--- src/sv/garm_pkg.sv ---
`timescale 1ns / 1ps
// Shared types and codes of the generational address range map.
// No dependencies; every other file of the block refers to it by scoped names.
package garm_pkg;

    localparam int GEN_W  = 4;
    localparam int ADDR_W = 64;
    localparam int SIZE_W = 32;
    localparam int CODE_W = 16;
    localparam int ST_W   = 2;

    localparam logic CMD_INSERT = 1'b0;
    localparam logic CMD_LOOKUP = 1'b1;

    localparam logic [ST_W-1:0] ST_INSERTED = 2'd0;
    localparam logic [ST_W-1:0] ST_DROPPED  = 2'd1;
    localparam logic [ST_W-1:0] ST_HIT      = 2'd2;
    localparam logic [ST_W-1:0] ST_MISS     = 2'd3;

    typedef struct packed {
        logic [GEN_W-1:0]  gen;
        logic [ADDR_W-1:0] base;
        logic [SIZE_W-1:0] size;
        logic [CODE_W-1:0] code;
    } t_range;

    // Candidate update sent from the scan to the per-generation store.
    typedef struct packed {
        logic   valid;
        t_range ent;
    } t_cand_upd;

    typedef struct packed {
        logic clear;
        logic pick;
    } t_cand_ctl;

    typedef struct packed {
        logic busy;
        logic have;
    } t_cand_sts;

endpackage

--- src/sv/garm_cand.sv ---
`timescale 1ns / 1ps
// Per-generation candidate store: best range seen so far in each generation during a scan.
// Read-modify-write on a synchronous memory with forwarding; depends on garm_pkg.
module garm_cand #(
    parameter int GENERATIONS = 16,
    localparam int GW         = (GENERATIONS > 1) ? $clog2(GENERATIONS) : 1
) (
    input  logic                   i_clk,
    input  logic                   i_rst_n,
    input  garm_pkg::t_cand_ctl    i_ctl,
    input  garm_pkg::t_cand_upd    i_upd,
    input  logic [GW-1:0]          i_pick_gen,
    output garm_pkg::t_cand_sts    o_sts,
    output garm_pkg::t_range       o_data
);
    garm_pkg::t_range r_mem [GENERATIONS];
    garm_pkg::t_range r_rd;
    garm_pkg::t_range r_sent;
    garm_pkg::t_range r_lwd;
    garm_pkg::t_range w_old;
    logic [GENERATIONS-1:0] r_have;
    logic [GW-1:0]          r_sg;
    logic [GW-1:0]          r_lwg;
    logic [GW-1:0]          w_ug;
    logic [GW-1:0]          w_rd_gen;
    logic                   w_rd_en;
    logic                   r_sv;
    logic                   r_lwv;
    logic                   r_phave;
    logic                   w_we;

    assign w_ug     = GW'(i_upd.ent.gen);
    assign w_rd_gen = i_upd.valid ? w_ug : i_pick_gen;
    assign w_rd_en  = i_upd.valid || i_ctl.pick;

    // The write of the previous cycle is not yet visible in the read data.
    assign w_old = (r_lwv && (r_lwg == r_sg)) ? r_lwd : r_rd;
    // On equal bases the later entry replaces the earlier one.
    assign w_we  = r_sv && (!r_have[r_sg] || (r_sent.base >= w_old.base));

    always_ff @(posedge i_clk) begin
        if (w_rd_en) begin
            r_rd <= r_mem[w_rd_gen];
        end
        if (w_we) begin
            r_mem[r_sg] <= r_sent;
        end
        r_sent <= i_upd.ent;
        r_sg   <= w_ug;
        r_lwg  <= r_sg;
        r_lwd  <= r_sent;
        if (i_ctl.pick) begin
            r_phave <= r_have[i_pick_gen];
        end
    end

    always_ff @(posedge i_clk) begin
        if (!i_rst_n) begin
            r_sv   <= 1'b0;
            r_lwv  <= 1'b0;
            r_have <= '0;
        end else begin
            r_sv  <= i_upd.valid;
            r_lwv <= w_we;
            if (i_ctl.clear) begin
                r_have <= '0;
            end else if (w_we) begin
                r_have[r_sg] <= 1'b1;
            end
        end
    end

    assign o_sts.busy = r_sv;
    assign o_sts.have = r_phave;
    assign o_data     = r_rd;

endmodule

--- config.mk ---
export PLATFORM = sky130hd
export DESIGN_NAME = garm_cand
export DESIGN_NICKNAME = d
export VERILOG_FILES = /design/src/sv/garm_pkg.sv /design/src/sv/garm_cand.sv
export SDC_FILE = /design/constraint.sdc
export NUM_CORES = 2
export LEC_CHECK = 0
export ABC_CLOCK_PERIOD_IN_PS = 20000
export CORE_MARGIN = 3
export CORE_UTILIZATION = 55
export DETAILED_ROUTE_END_ITERATION = 6
export DONT_BUFFER_PORTS = 1
export PLACE_DENSITY = 0.81
export RECOVER_POWER = 100
export SYNTH_ARGS = -nofsm -noshare
export SYNTH_HDL_FRONTEND = slang
export SYNTH_SLANG_ARGS = --single-unit
--- constraint.sdc ---
create_clock -name i_clk -period 20 [get_ports i_clk]
set_clock_uncertainty 0.1 [all_clocks]
set_input_delay 1 -clock i_clk [delete_from_list [all_inputs] [get_ports i_clk]]
set_output_delay 1 -clock i_clk [all_outputs]
set_load 0.01 [all_outputs]
Word-level counts from Yosys, hierarchy flattened --
Memories as Yosys holds them, arrays and structs flattened. A register that Yosys moved wholly into a read port is not among the register bits. Cells that the tools add are included.
Word-level totals: register bits after elaboration 251, bits in latches 0, RAM bits 1856, ROM bits 0, input port bits 125, memories 1
Memories:
- r_mem | depth 16, bits a word 116, rd ports 1, clocked after Yosys merged registers in 1, wr ports 1, line garm_cand.sv:16 | garm_pkg::t_range r_mem [GENERATIONS];
Operators by class: $add $sub $neg 0, $mul 0, div/mod/pow operators 0, order comparisons 4, eq/ne operators 1, shifts and indexed selects 0, muxes and demuxes 10, bitwise gates (word level) 2, reduce and logical (&&, ||, !) cells 7
Operators with widths (number):
- 2-to-1 mux 112 bit | 1
- greater-or-equal comparator 64 bit | 1
- bitwise OR 16 bit | 1
- < comparator 4 x 5 -> 1 bit (second input constant) | 2
- binary-select mux 1 bit (select 4 bit) | 2
- 2-to-1 mux 1 bit | 5
- demux 1 bit (select 4 bit) | 1
- == test 4 bit | 1
- greater-or-equal comparator 4 x 1 -> 1 bit (second input constant) | 1
- 2-to-1 mux 4 bit | 1
- logical AND 1 bit | 3
- logical OR 1 bit | 2
- OR reduction 2 bit | 1
- zero test 1 bit | 1
- NOT 1 bit | 1

Logic depth before layout (Yosys ltp) --
word-level depth 8, depth in mapped cells 16

Least setup slack after synthesis --
OpenSTA, ideal clock, no wires.
path type reg2reg, start point register r_sg[1], end point memory r_mem[14][0] (netlist bit) (enable), library setup time 0.916 ns, data arrival time 15.465 ns, required time 18.984 ns, slack 3.519 ns, cell stages (with the launch flop) 14, path buffers 3, period minus slack after synthesis 16.481 ns, cell sequence dfxtp_1 -> clkbuf_1 -> xnor2_1 -> nand2_1 -> nor4_1 -> clkbuf_1 -> buf_2 -> mux2i_1 -> ha_1 -> nand4_2 -> nor4_2 -> nand3_2 -> o31a_2 -> nor4b_1
Between the ends: word-level cells in the longest chain between the ends 8, elaborated cells between the ends (all ways) 11, classes of those cells order compare: 1; eq/ne: 1; mux: 5; reduce/logical: 4
Ends and longest elaborated chain:
- start, declared | line garm_cand.sv:22 | logic [GW-1:0] r_sg;
- start signal, assigned | line garm_cand.sv:49 | r_sg <= w_ug;
- == test 4 bit | line garm_cand.sv:37 | assign w_old = (r_lwv && (r_lwg == r_sg)) ? r_lwd : r_rd;
- logical AND 1 bit | line garm_cand.sv:37
- 2-to-1 mux 112 bit | line garm_cand.sv:37
- greater-or-equal comparator 64 bit | line garm_cand.sv:39 | assign w_we = r_sv && (!r_have[r_sg] || (r_sent.base >= w_old.base));
- logical OR 1 bit | line garm_cand.sv:39
- logical AND 1 bit | line garm_cand.sv:39
- 2-to-1 mux 1 bit | line garm_cand.sv:45 | if (w_we) begin
- 2-to-1 mux 1 bit (implied by the code) | line garm_cand.sv:46 | r_mem[r_sg] <= r_sent;
- end, declared | line garm_cand.sv:16
Parallel ways exist; a longest one is shown, timed or not. The select of a mux whose other input is x is not followed.

Final worst setup path --
start point register r_sg[3], end point memory r_mem[14][38] (netlist bit) (enable)
The elaborated chain is that of the path after synthesis.

==> results.tsv <==
stage	metric	value	unit
critical_path	arrival	12230	ps
synth	syn_area_per_cell	21.6	um2
critical_path	cp-end-kind	flop	
finish	seq_area	63300	um2
place	placed_area	83000	um2
cts	h-tree-depth	4	
place	hpwlAfterDp	97.0	mm
cts	cts_tree	built	
floorplanning	pin_count	243	
hold_path	hold_depth	0	
cts	cts_buffers	205	
grt	overflow	0	
hold_path	min_to	r_sent[0]$_DFF_P_	
floorplanning	die_y	389	um
floorplanning	core-area	146000	um2
critical_path	path_class	flop to flop	
timing	grt_setup_unrepaired	no	
synth	ys_seq_elements	2175	
timing	final_max_slew_viol_count	2121	
critical_path	cp_max_fo	54	
route	vias	38636	
run_status	status	finished with violations	
timing	setup_viol	0	
route	wire_per_inst	31.6	um
finish	fill_cells	9527	
finish	syn2layout_area_growth	10.4	%
timing	setup_ws	7960	ps
job	cap_violations	52	
timing	slew-limit-headroom	-198	%
floorplanning	die_x	389	um
timing	hold_viol	0	
floorplanning	row_count	140	
pwr	p_total	9.55	mW
synth	synthFlopType	edfxtp_1	
finish	multi_input_area	16500	um2
synth	postSynthCellCount	3737	
critical_path	reg2reg_slack	7960	ps
synth	yosysWarnings	0	
cts	holdBufCountCts	0	
synth	synth.cell_area	80900	um2
synth	yosysTopAreaCell	edfxtp_1	
grt	antenna_found_initial	25	
cts	clockBufferDepth	3	
synth	seq_area_frac_synth	78.3	%
cts	worstSkewPairLatency	840	ps
route	routed_wl	187	mm
synth	yosys.cell_count.top_type	edfxtp_1	
critical_path	required	20200	ps
synth	yosysUniqueCellTypes	59	
hold_path	worstHoldStart	i_upd[0]	
timing	tightest_slew	4470	ps
synth	synth_edf_count	1973	
pwr	p_leak	28.2	nW
floorplanning	die-area	152000	um2
hold_path	min_path_type	input pin to flop	
place	place.gp.congestion	0.812	
route	post-route-drc-count	0	
finish	design_area	89300	um2
place	io_buffers	0	
floorplanning	start_util	55.4	%
grt	grt_pass1_wl	275	mm
route	dr.pass1.iters	5	
critical_path	cp-start-kind	flop	
synth	synthTopCellsByArea	edfxtp_1 (73%), mux4_2 (13%), dfxtp_1 (5.0%)	
route	dr.first_iter.drc_count	4777	
timing	holdWs	81.8	ps
cts	cts_resized	0	
synth	yosys-top-cells-count	edfxtp_1 (1,973), mux4_2 (469), nand2_1 (255), dfxtp_1 (202), a211oi_1 (118)	
cts	clock_sinks	2175	
grt	grt_use_total	25.0	%
critical_path	r2r-start	r_sg[3]$_DFF_P_	
timing	finalSetupTns	0	ps
route	drtAntennaViolNets	0	
route	vias_per_cell	6.51	
run_status	violations	capacitance limit, slew limit	
finish	fin_nets	4012	
cts	cts_root_buf	clkbuf_16	
grt	grt_start_max_net_pins	143	
pwr	max-vdd-ir-drop	0.0000939	V
cts	post_cts_buffers	0	
timing	min_period	12040	ps
critical_path	r2r-end	r_mem[14][38]$_DFFE_PP_	
grt	grt_pass1_vias	39800	
critical_path	timing.critical_path.from	r_sg[3]$_DFF_P_	
timing	post-route-period-util	60.2	%
cts	clk_pin_slew	70	ps
synth	syn-num-nets	3926	
finish	layout-drive-gt1-share	20.3	%
pwr	pwr_density_cell	107	nW/um2
synth	synth_top_cell_area_share	73.3	%
synth	synthArstFlopShare	0	%
place	dp_slack	12920	ps
critical_path	r2r_cells	13	
timing	clock.fmax	0.0831	GHz
[cells in the final DEF, fill, tap and decap left out, types with 55 or more instances in the layout]
cell type,instances
edfxtp_1,1973
mux4_2,469
nand2_1,255
clkbuf_16,208
dfxtp_1,202
a211oi_1,119
a31oi_1,116
clkbuf_1,103
mux2i_1,67
and2_0,64
ha_1,64
and2_1,55
[layer usage]
layer / track usage [%] / wire length (um) / vias up
met4: 8.01 / 5540 / 6
met3: 7.73 / 21600 / 363
met5: 0 / 34 / -
li1: - / - / 15665
met2: 38.6 / 89500 / 2337
met1: 34.5 / 70700 / 20265
[stage by stage]
stage          cells  util, %
2_1_floorplan   3737        -
3_3_place_gp    5533     56.9
3_5_place_dp    5533     56.9
4_1_cts         5918     61.4
5_1_grt         5924     61.2
6_report        5932     61.2
[worst max path at each step]
stage / endpoint / slack [ps]
2_1_floorplan: r_mem[14][0]$_DFFE_PP_ / 3520
3_3_place_gp: r_mem[9][40]$_DFFE_PP_ / 12980
3_5_place_dp: r_mem[9][42]$_DFFE_PP_ / 12920
4_1_cts: r_mem[9][40]$_DFFE_PP_ / 12810
5_1_grt: o_data[11]$_DFFE_PP_ / 7240
6_report: r_mem[14][38]$_DFFE_PP_ / 7960
[registers in the layout, summed over array words and instances, names as in the netlist]
name	count
r_lwg	4
r_sg	4
r_mem	1856
r_sent	112
o_data	116
r_lwd	64
r_have	16
r_lwv	1
r_phave	1
r_sv	1
[worst max-delay path: stages, from the launching register on]
cell	delay, ps
dfxtp_1	980
xor2_1	140
nor4_1	530
clkbuf_1	1870
mux2i_1	360
ha_1	440
nand4_1	140
a2111oi_0	550
a211oi_1	110
o21a_1	260
o31a_1	560
nor4b_1	600
clkbuf_1	1590
clkbuf_1	3150
[cell families (layout without fill, tap and decap cells)]
group / Yosys count / after routing / synth area share [%]
buffers and inverters: 199 / 463 / 1.33
adder cells (fa/ha/maj): 64 / 64 / 0.990
multiplexers: 545 / 545 / 14.1
AO/OA/AOI/OAI: 298 / 298 / 2.59
other: 0 / 14 / 0
XOR/XNOR: 4 / 4 / 0.0433
flip-flops: 2175 / 2175 / 78.3
AND/OR/NAND/NOR: 452 / 452 / 2.69
[where the power goes]
group / internal, mW / switching, mW / total, mW
combinational: 0.219 / 0.279 / 0.499
sequential: 5.07 / 0.148 / 5.22
clock: 2.16 / 1.67 / 3.83
[area by class of cell]
| class | count | share of cell area [%] |
|---|---|---|
| sequential | 2175 | 70.9 |
| inverter | 2 | 0.00841 |
| clock inverter | 110 | 1.10 |
| antenna | 14 | 0.0392 |
| timing repair buffer | 76 | 0.490 |
| tap | 1917 | 2.69 |
| clock buffer | 275 | 6.29 |
| multi-input combinational | 1363 | 18.5 |
No activity file was read; power rests on OpenSTA's default activity.
